## src/design/sne_pkg.sv

```systemverilog
// Shared types, codes and arithmetic helpers for the Sobel edge thinning block.
// Used by sne_ctrl, sne_datapath and sobel_nms_edge_thinning; depends on nothing.
package sne_pkg;

   // field and register widths
   localparam int PIXEL_W      = 8;
   localparam int WIDTH_REG_W  = 11;
   localparam int HEIGHT_REG_W = 12;
   localparam int CSR_DATA_W   = 12;
   localparam int CSR_INDEX_W  = 1;
   localparam int STRENGTH_W   = 11;
   localparam int DIR_W        = 2;
   localparam int GRAD_W       = 11;
   localparam int SQUARE_W     = 20;
   localparam int MAG_W        = 21;

   // frame limits
   localparam int MIN_SIZE   = 3;
   localparam int MAX_HEIGHT = 4095;
   localparam int RESET_WIDTH  = 640;
   localparam int RESET_HEIGHT = 480;

   // sequencing constants
   localparam int WIN        = 5;
   localparam int FETCH_LAT  = 4;
   localparam int ROOT_STEPS = 11;
   localparam logic [MAG_W-1:0] ROOT_FIRST_BIT = MAG_W'(1) << (MAG_W - 1);

   // register indexes
   localparam logic [CSR_INDEX_W-1:0] REG_IMAGE_WIDTH  = 1'd0;
   localparam logic [CSR_INDEX_W-1:0] REG_IMAGE_HEIGHT = 1'd1;

   // item operations
   localparam logic OP_PIXEL = 1'b0;
   localparam logic OP_DRAIN = 1'b1;

   // comparison axes
   localparam logic [DIR_W-1:0] DIR_VERTICAL   = 2'd0;
   localparam logic [DIR_W-1:0] DIR_ANTI_DIAG  = 2'd1;
   localparam logic [DIR_W-1:0] DIR_HORIZONTAL = 2'd2;
   localparam logic [DIR_W-1:0] DIR_DIAGONAL   = 2'd3;

   // which gradient the shared unit works on
   localparam logic [1:0] SEL_CENTER = 2'd0;
   localparam logic [1:0] SEL_FIRST  = 2'd1;
   localparam logic [1:0] SEL_SECOND = 2'd2;

   typedef enum logic [3:0] {
      ST_IDLE,
      ST_CHECK,
      ST_FETCH,
      ST_FLUSH,
      ST_GRAD,
      ST_SQUARE,
      ST_SUM,
      ST_ROOT_INIT,
      ST_ROOT,
      ST_FINISH
   } state_type;

   typedef struct packed {
      logic       push;
      logic       fetch_issue;
      logic [2:0] fetch_row;
      logic [2:0] fetch_col;
      logic       grad_load;
      logic [1:0] grad_sel;
      logic       square;
      logic       sum;
      logic       root_init;
      logic       root_step;
      logic       finish;
   } dp_cmd_type;

   typedef struct packed {
      logic emit_ready;
      logic out_busy;
   } dp_status_type;

   typedef logic [8:0][PIXEL_W-1:0] patch_type;

   typedef struct packed {
      logic signed [GRAD_W-1:0] dx;
      logic signed [GRAD_W-1:0] dy;
   } grad_type;

   // 3x3 Sobel on a patch stored row by row
   function automatic grad_type sobel(input patch_type p);
      logic signed [GRAD_W-1:0] q [9];
      grad_type g;
      for (int k = 0; k < 9; k++) begin
         q[k] = $signed(GRAD_W'(p[k]));
      end
      g.dx = (q[2] - q[0]) + ((q[5] - q[3]) <<< 1) + (q[8] - q[6]);
      g.dy = (q[6] - q[0]) + ((q[7] - q[1]) <<< 1) + (q[8] - q[2]);
      return g;
   endfunction

endpackage

```

## src/design/sne_ctrl.sv

```systemverilog
// Sequencer for the Sobel edge thinning block: takes items and steps the datapath.
// Depends on sne_pkg for the state type and the command and status structs.
module sne_ctrl (
   input  logic                  clock,
   input  logic                  reset,
   input  logic                  req_valid,
   input  logic                  req_operation,
   output logic                  req_stall,
   output sne_pkg::dp_cmd_type   cmd,
   input  sne_pkg::dp_status_type status
);
   import sne_pkg::*;

   state_type  state_ff, state_in;
   logic [2:0] fi_ff, fi_in;
   logic [2:0] fj_ff, fj_in;
   logic [3:0] cnt_ff, cnt_in;
   logic [1:0] sel_ff, sel_in;

   // hold state and step counters
   always_ff @(posedge clock) begin
      if (reset) begin
         state_ff <= ST_IDLE;
         fi_ff    <= '0;
         fj_ff    <= '0;
         cnt_ff   <= '0;
         sel_ff   <= SEL_CENTER;
      end else begin
         state_ff <= state_in;
         fi_ff    <= fi_in;
         fj_ff    <= fj_in;
         cnt_ff   <= cnt_in;
         sel_ff   <= sel_in;
      end
   end

   // next state and commands
   always_comb begin
      state_in      = state_ff;
      fi_in         = fi_ff;
      fj_in         = fj_ff;
      cnt_in        = cnt_ff;
      sel_in        = sel_ff;
      req_stall     = 1'b1;
      cmd           = '0;
      cmd.fetch_row = fi_ff;
      cmd.fetch_col = fj_ff;
      cmd.grad_sel  = sel_ff;
      unique case (state_ff)
         ST_IDLE: begin
            req_stall = 1'b0;
            if (req_valid) begin
               cmd.push = (req_operation == OP_PIXEL);
               state_in = ST_CHECK;
            end
         end
         ST_CHECK: begin
            fi_in = '0;
            fj_in = '0;
            state_in = status.emit_ready ? ST_FETCH : ST_IDLE;
         end
         ST_FETCH: begin
            cmd.fetch_issue = 1'b1;
            if (fj_ff == 3'(WIN - 1)) begin
               fj_in = '0;
               if (fi_ff == 3'(WIN - 1)) begin
                  cnt_in   = '0;
                  state_in = ST_FLUSH;
               end else begin
                  fi_in = fi_ff + 3'd1;
               end
            end else begin
               fj_in = fj_ff + 3'd1;
            end
         end
         ST_FLUSH: begin
            if (cnt_ff == 4'(FETCH_LAT - 1)) begin
               sel_in   = SEL_CENTER;
               state_in = ST_GRAD;
            end else begin
               cnt_in = cnt_ff + 4'd1;
            end
         end
         ST_GRAD: begin
            cmd.grad_load = 1'b1;
            state_in = ST_SQUARE;
         end
         ST_SQUARE: begin
            cmd.square = 1'b1;
            state_in = ST_SUM;
         end
         ST_SUM: begin
            cmd.sum = 1'b1;
            if (sel_ff == SEL_SECOND) begin
               state_in = ST_ROOT_INIT;
            end else begin
               sel_in   = sel_ff + 2'd1;
               state_in = ST_GRAD;
            end
         end
         ST_ROOT_INIT: begin
            cmd.root_init = 1'b1;
            cnt_in   = '0;
            state_in = ST_ROOT;
         end
         ST_ROOT: begin
            cmd.root_step = 1'b1;
            if (cnt_ff == 4'(ROOT_STEPS - 1)) begin
               state_in = ST_FINISH;
            end else begin
               cnt_in = cnt_ff + 4'd1;
            end
         end
         ST_FINISH: begin
            if (!status.out_busy) begin
               cmd.finish = 1'b1;
               state_in   = ST_IDLE;
            end
         end
         default: begin
            state_in = ST_IDLE;
         end
      endcase
   end

endmodule

```

## config.mk

```make
export PLATFORM = sky130hd
export DESIGN_NAME = sne_ctrl
export DESIGN_NICKNAME = d
export VERILOG_FILES = /design/src/design/sne_pkg.sv /design/src/design/sne_ctrl.sv
export SDC_FILE = /design/constraint.sdc
export NUM_CORES = 1
export LEC_CHECK = 0
export ABC_AREA = 1
export BUFFER_PORTS_ARGS = -buffer_cell sky130_fd_sc_hd__buf_2
export CAP_MARGIN = 10
export CORE_ASPECT_RATIO = 0.8
export CORE_MARGIN = 2
export CORE_UTILIZATION = 27
export CTS_CLUSTER_DIAMETER = 120
export CTS_CLUSTER_SIZE = 14
export DETAILED_ROUTE_END_ITERATION = 10
export SYNTH_ARGS = -nofsm -noshare
export SYNTH_HDL_FRONTEND = slang
export SYNTH_SLANG_ARGS = --single-unit
```

## constraint.sdc

```tcl
create_clock -name clock -period 2.1 [get_ports clock]
set_clock_uncertainty 0.05 [all_clocks]
set_input_delay 0.42 -clock clock [delete_from_list [all_inputs] [get_ports clock]]
set_output_delay 0.42 -clock clock [all_outputs]
set_load 0.005 [all_outputs]
```

==> metrics.md, run 1 <==
| Metric | Value |
|---|---|
| Primary FF master, synth | `sky130_fd_sc_hd__dfxtp_1` |
| HPWL after detailed placement | `2.19 mm` |
| Skew-Pair Late Insertion Delay | `0.25 ns` |
| Global routing usage on met1 | `17.1%` |
| Routing layer with the top usage in global route | `met2` |
| Netlist area before placement | `1180 sq um` |
| Count of vias placed by the detailed router | `1146` |
| Source of the critical timing path | `state_ff[3]$_SDFFE_PP0P_` |
| Die Outline Area | `4930 sq um` |
| CTS hold repair buffers | `0` |
| Worst R2R End | `cnt_ff[1]$_SDFFE_PP0P_` |
| Initial antenna violation count | `0` |
| Maximum resistive drop on vdd | `337 uV` |
| Leakage power total | `0.742 nW` |
| Arithmetic-cell share of the synthesized area counting full adders, half adders and majority gates | `7.41%` |
| Vias per inst | `4.32` |
| Via count of the first global-routing pass | `1025` |
| Worst endpoint data arrival time | `1.27 ns` |
| Mux share of post-synthesis cell area | `0%` |
| Compound-Gate Fraction of Synth Area | `6.98%` |
| Setup CP Type | `reg2out` |
| Drt wl/cell | `9.94 um` |
| Largest buffer count on any clock path | `2` |
| Syn. warnings | `0` |
| Number of top-level pins | `23` |
| Clock Tree Root | `sky130_fd_sc_hd__clkbuf_8` |
| Count of endpoints failing setup in the final report | `0` |
| Post-Synth XOR/XNOR Area | `2.22%` |
| Most frequently used cell type in the post-synthesis netlist | `sky130_fd_sc_hd__nand2_1` |
| Area growth from synthesis to layout | `19.7%` |
| Initial cell density of the core | `28.1%` |
| Count of standard-cell rows | `21` |
| Met2 usage | `17.3%` |
| Global-route wire length before repair | `4.64 mm` |
| Worst slack after detailed placement | `0.615 ns` |
| Critical path's top delay family | `simple AND/OR/NAND/NOR gates` |
| Fraction of the yosys area taken by sequential cells | `27.1%` |
| Global-route usage over all layers | `11.7%` |
| Category of the worst setup path capture point | `output port` |
| Number of buffers inserted by post-CTS setup repair | `0` |
| Critical path cell sequence | `nor2_2, nand2_1, nor3_1, buf_2` |
| 1st-iter DRT viols | `51` |
| Worst-case headroom to the max-slew limit | `82.0%` |
| Synthesized-area fraction occupied by and/or/nand/nor cells | `45.6%` |
| Class of the tightest hold or removal check | `in2reg` |
| Pin count of the biggest net entering global routing | `10` |
| Total power divided by cell area | `978 nW/um^2` |
| Power consumption | `1.38 mW` |
| Residual DRC | `0` |
| Accumulated negative setup slack | `0 ns` |
| Dominant cells by area after synthesis | `sky130_fd_sc_hd__dfxtp_1 27%, sky130_fd_sc_hd__nand2_1 14%, sky130_fd_sc_hd__inv_1 8.3%, sky130_fd_sc_hd__nor2_1 8.3%, sky130_fd_sc_hd__ha_1 7.4%` |
| Outcome | `finished clean` |
| Number of synthesized register bits | `16` |
| Worst setup slack after layout | `0.364 ns` |
| Fraction of met3 tracks used by global routing | `3.30%` |
| Cell count along the critical path | `4` |
| CTS clock-pin slew for the worst setup and hold paths | `0.06 ns` |
| Proportion of synthesized flip-flops having asynchronous set or reset | `0%` |
| Total routed wirelength | `2.63 mm` |
| Overflow after GRT | `0` |
| DIE HEIGHT | `63.2 um` |
| Register-to-register setup slack | `0.62 ns` |
| Core area | `4200 sq um` |
| Largest area contributor in the synthesized netlist | `sky130_fd_sc_hd__dfxtp_1` |
| Crit Path Max Fanout | `5` |
| Crit path largest cell delay | `0.38 ns` |
| Cell variety after synth | `25` |
| H-tree levels | `1` |
| Fraction of post-synthesis cell area in the top cell type by area | `27.1%` |
| Required time at the worst-slack endpoint | `1.63 ns` |
| Leading cell types by count after synthesis | `45 x sky130_fd_sc_hd__nand2_1, 26 x sky130_fd_sc_hd__inv_1, 26 x sky130_fd_sc_hd__nor2_1, 16 x sky130_fd_sc_hd__dfxtp_1, 13 x sky130_fd_sc_hd__nand3_1` |
| Inserted Diodes | `0` |
| Clock sink count | `16` |
| Capturing element of the worst setup path | `cmd[15]` |
| Max-cap violations | `0` |
| Actual slew at the worst max-slew pin | `0.269 ns` |
| Synth Area per Inst | `6.46 sq um` |
| Die outline width | `78.0 um` |
| Clock period minus final worst setup slack | `1.74 ns` |
| Fill cell total of the finished layout | `477` |
| Hold Crit Depth | `2` |
| Share of layout cells above drive strength 1 | `22.6%` |
| Main combinational cell family by area after synthesis | `simple AND/OR/NAND/NOR gates` |
| Post-route ant nets | `0` |
| Logic depth of the worst register-to-register path | `8` |
| Number of enable-type register cells in the synthesized netlist | `0` |
| Kind of start point of the critical path | `flip-flop` |
| Number of buffers inserted during clock tree synthesis | `3` |
| Period utilisation layout | `82.7%` |
| Unrepaired setup endpoints after global routing | `no` |
| Post-CTS resize count | `0` |
| Clock tree from TritonCTS | `done` |
| Net total in the final layout | `222` |
| Syn_nets | `196` |
| Critical path buffers and inverters | `1` |
| Port Buf Inserts | `22` |
| Launching point of the worst reg2reg path | `cnt_ff[0]$_SDFFE_PP0P_` |
| Final hold slack | `0.407 ns` |
| Final Hold Vio Count | `0` |
| Max stage delay cell, worst path | `sky130_fd_sc_hd__dfxtp_1` |
| Final weighted congestion of routability-driven global placement | `0.859` |
| Cells after synthesis | `183` |
| Count of pins over their slew limit | `0` |
| Total iterations of the first detailed-routing run | `4` |
| Fmax | `576 MHz` |
## layout by cell type (no fill, tap or decap), types with 4 or more instances in the layout
cell / instances
sky130_fd_sc_hd__nand3_1: 13
sky130_fd_sc_hd__clkbuf_8: 4
sky130_fd_sc_hd__dfxtp_1: 16
sky130_fd_sc_hd__o21ai_0: 4
sky130_fd_sc_hd__nand4_1: 6
sky130_fd_sc_hd__inv_1: 26
sky130_fd_sc_hd__nor2_4: 5
sky130_fd_sc_hd__nand2_1: 45
sky130_fd_sc_hd__inv_2: 4
sky130_fd_sc_hd__buf_2: 22
sky130_fd_sc_hd__ha_1: 7
sky130_fd_sc_hd__a21oi_1: 10
sky130_fd_sc_hd__nor2_1: 26
## registers in the layout, summed over array words and instances (netlist names)
signal and flops:
cnt_ff 4, state_ff 4, fi_ff 3, fj_ff 3
sel_ff 2
## stage by stage
step	instances	instance area [sq um]	util, %
detailed placement	261	1360	32.4
global route	265	1420	33.7
floorplan	183	1180	-
CTS	265	1420	33.7
finish	265	1420	33.7
global placement	261	1360	32.4
## worst min path at each step
stage                           start                      to  slack, ns
2_1_floorplan   fi_ff[0]$_SDFFE_PP0P_   fi_ff[0]$_SDFFE_PP0P_       0.42
3_3_place_gp   sel_ff[1]$_SDFFE_PP0P_  sel_ff[1]$_SDFFE_PP0P_       0.42
3_5_place_dp   sel_ff[1]$_SDFFE_PP0P_  sel_ff[1]$_SDFFE_PP0P_       0.42
4_1_cts                         reset   fi_ff[2]$_SDFFE_PP0P_       0.40
5_1_grt                         reset   fi_ff[2]$_SDFFE_PP0P_       0.41
6_report                        reset   fi_ff[2]$_SDFFE_PP0P_       0.41
## metal layers
layer	vias up	share of wire [%]
met1	487	55
li1	629	-
met4	0	0.42
met5	-	0
met2	28	39
met3	2	5.6
## cell families (layout without fill, tap and decap cells)
family / after synthesis / count (layout)
compound gates: 16 / 16
xor+xnor: 3 / 3
fa+ha+maj: 7 / 7
buf+inv: 33 / 58
flops: 16 / 16
simple gates: 108 / 108
## power by group
group | switching (mW) | internal (mW) | total (mW) | leakage (nW)
clock network | 0.110 | 0.166 | 0.277 | 0.0288
registers | 0.0662 | 0.351 | 0.418 | 0.130
logic | 0.446 | 0.244 | 0.689 | 0.583
## worst reg2reg max path, delay by kind of cell (launching register included)
| family | cells | cell delay [ns] |
|---|---|---|
| DFF | 1 | 0.39 |
| buffers and inverters | 1 | 0.08 |
| and+or+nand+nor | 6 | 0.65 |
| adders and majority gates | 1 | 0.21 |
## layout make-up
type	instances	area [sq um]	area share (%)
multi-input combinational	134	736	52.0
sequential	16	320	22.6
inverter	32	123	8.66
timing repair buffer	22	110	7.78
tap	57	71.3	5.04
clock buffer	4	55.1	3.89
(Power assumes the default switching activity.)
==> run 2: changes to the inputs <==
- clock period: 2.1 -> 1.58 ns (I/O delays scaled with it)
==> metrics.md, run 2 (synthesis results as in run 1) <==
| Metric | Value |
|---|---|
| Share of layout cells above drive strength 1 | `29.3%` |
| Number of buffers inserted during clock tree synthesis | `3` |
| Worst endpoint data arrival time | `1.14 ns` |
| Accumulated negative setup slack | `0 ns` |
| Clock Tree Root | `sky130_fd_sc_hd__clkbuf_8` |
| Worst R2R End | `state_ff[1]$_SDFFE_PP0P_` |
| DIE HEIGHT | `63.2 um` |
| Largest regs | `cnt_ff (4), state_ff (4)` |
| Drt wl/cell | `9.96 um` |
| Maximum resistive drop on vdd | `451 uV` |
| Worst-case headroom to the max-slew limit | `83.8%` |
| Area growth from synthesis to layout | `27.1%` |
| Leakage power total | `0.785 nW` |
| Final weighted congestion of routability-driven global placement | `0.809` |
| Total iterations of the first detailed-routing run | `4` |
| Initial cell density of the core | `28.1%` |
| Core area | `4200 sq um` |
| Period utilisation layout | `95.1%` |
| Port Buf Inserts | `22` |
| Kind of start point of the critical path | `flip-flop` |
| Vias per inst | `4.36` |
| Residual DRC | `0` |
| Inserted Diodes | `0` |
| Crit Path Max Fanout | `5` |
| Number of top-level pins | `23` |
| Overflow after GRT | `0` |
| Hold Crit Depth | `2` |
| Register-to-register setup slack | `0.12 ns` |
| 1st-iter DRT viols | `46` |
| Clock sink count | `16` |
| Count of pins over their slew limit | `0` |
| Count of vias placed by the detailed router | `1187` |
| Pin count of the biggest net entering global routing | `10` |
| Post-route ant nets | `0` |
| Final core utilization | `35.7%` |
| Initial antenna violation count | `0` |
| Global-route wire length before repair | `4.72 mm` |
| Required time at the worst-slack endpoint | `1.21 ns` |
| Count of standard-cell rows | `21` |
| Clock tree from TritonCTS | `done` |
| Outcome | `finished clean` |
| Via count of the first global-routing pass | `1070` |
| Unrepaired setup endpoints after global routing | `yes` |
| Total routed wirelength | `2.71 mm` |
| Critical path buffers and inverters | `3` |
| Logic depth of the worst register-to-register path | `8` |
| Final hold slack | `0.287 ns` |
| Net total in the final layout | `229` |
| Category of the worst setup path capture point | `output port` |
| Total power divided by cell area | `1300 nW/um^2` |
| Cell count along the critical path | `5` |
| Actual slew at the worst max-slew pin | `0.241 ns` |
| CTS clock-pin slew for the worst setup and hold paths | `0.07 ns` |
| Fmax | `665 MHz` |
| Capturing element of the worst setup path | `cmd[14]` |
| HPWL after detailed placement | `2.11 mm` |
| Final Hold Vio Count | `0` |
| Critical path's top delay family | `flip-flops` |
| Launching point of the worst reg2reg path | `cnt_ff[0]$_SDFFE_PP0P_` |
| Largest buffer count on any clock path | `2` |
| Power consumption | `1.95 mW` |
| Skew-Pair Late Insertion Delay | `0.26 ns` |
| Worst Min Path Start | `reset` |
| Clock period minus final worst setup slack | `1.50 ns` |
| Crit path largest cell delay | `0.38 ns` |
| CTS hold repair buffers | `0` |
| Global-route usage over all layers | `11.8%` |
| Setup CP Type | `reg2out` |
| Max-cap violations | `0` |
| Class of the tightest hold or removal check | `in2reg` |
| Count of endpoints failing setup in the final report | `0` |
| Max stage delay cell, worst path | `sky130_fd_sc_hd__dfxtp_4` |
| H-tree levels | `1` |
| Critical path cell sequence | `inv_2, nor2_4, nand2_4, inv_4, buf_2` |
| Source of the critical timing path | `state_ff[1]$_SDFFE_PP0P_` |
| Most frequent cells in the layout | `43 x sky130_fd_sc_hd__nand2_1, 26 x sky130_fd_sc_hd__inv_1, 24 x sky130_fd_sc_hd__nor2_1` |
| Die outline width | `78.0 um` |
| Most common cell after layout, fill and taps aside | `sky130_fd_sc_hd__nand2_1` |
| Die Outline Area | `4930 sq um` |
## run 2: cell types whose count changed in the layout (fill, tap and decap cells not counted), moves of 2 or more
cell,delta
sky130_fd_sc_hd__buf_4,+7
sky130_fd_sc_hd__dfxtp_1,-4
sky130_fd_sc_hd__dfxtp_4,+3
sky130_fd_sc_hd__nand2_1,-2
sky130_fd_sc_hd__nand2_2,+2
sky130_fd_sc_hd__nor2_1,-2
## run 2: repair_timing
| action | CTS | global route |
|---|---|---|
| buffers inserted | 0 | 5 |
| resized for setup | 4 | 10 |
| endpoints found under the setup margin | 5 | 17 |
| pin swaps | 0 | 4 |
## run 2: how the worst min path moves through the flow
| stage | to |
|---|---|
| 2_1_floorplan | fi_ff[0]$_SDFFE_PP0P_ |
| 3_3_place_gp | sel_ff[1]$_SDFFE_PP0P_ |
| 3_5_place_dp | sel_ff[1]$_SDFFE_PP0P_ |
| 4_1_cts | state_ff[2]$_SDFFE_PP0P_ |
| 5_1_grt | state_ff[2]$_SDFFE_PP0P_ |
| 6_report | state_ff[2]$_SDFFE_PP0P_ |
## run 2: final cells by class
type / instances / area, sq um
Clock buffer: 4 / 55.1
Sequential cell: 16 / 333
Fill cell: 465 / 2700
Multi-Input combinational cell: 134 / 756
Timing Repair Buffer: 29 / 163
Inverter: 32 / 125
Tap cell: 57 / 71.3
## run 2: through the flow
step / worst slack, ns / instances / area [sq um]
final: 0.0772 / 272 / 1500
after floorplan: 0.250 / 183 / 1180
after detailed placement: 0.110 / 263 / 1380
after global placement: 0.116 / 263 / 1380
after global routing: -0.0309 / 272 / 1500
after CTS: 0.00170 / 267 / 1440
## run 2: worst register-to-register path: cells and delay by family, from the launching register on
family	cells	cell delay, ns
and+or+nand+nor	4	0.38
adders and majority gates	1	0.22
AOI/OAI and AO/OA	1	0.16
DFF	1	0.40
buffers and inverters	2	0.14
## run 2: power breakdown
part | switching (mW) | leakage, nW | total, mW | internal [mW]
registers | 0.0888 | 0.132 | 0.567 | 0.479
clock network | 0.157 | 0.0288 | 0.378 | 0.221
logic | 0.617 | 0.624 | 1.00 | 0.386
total | 0.862 | 0.785 | 1.95 | 1.09
## run 2: per-layer routing
| layer | vias to the layer above | track usage [%] | wire length, um |
|---|---|---|---|
| met1 | 519 | 16.3 | 1490 |
| met5 | - | 0 | 0 |
| met3 | 2 | 3.30 | 148 |
| li1 | 638 | - | - |
| met2 | 28 | 18.0 | 1070 |
| met4 | 0 | 3.29 | 8 |
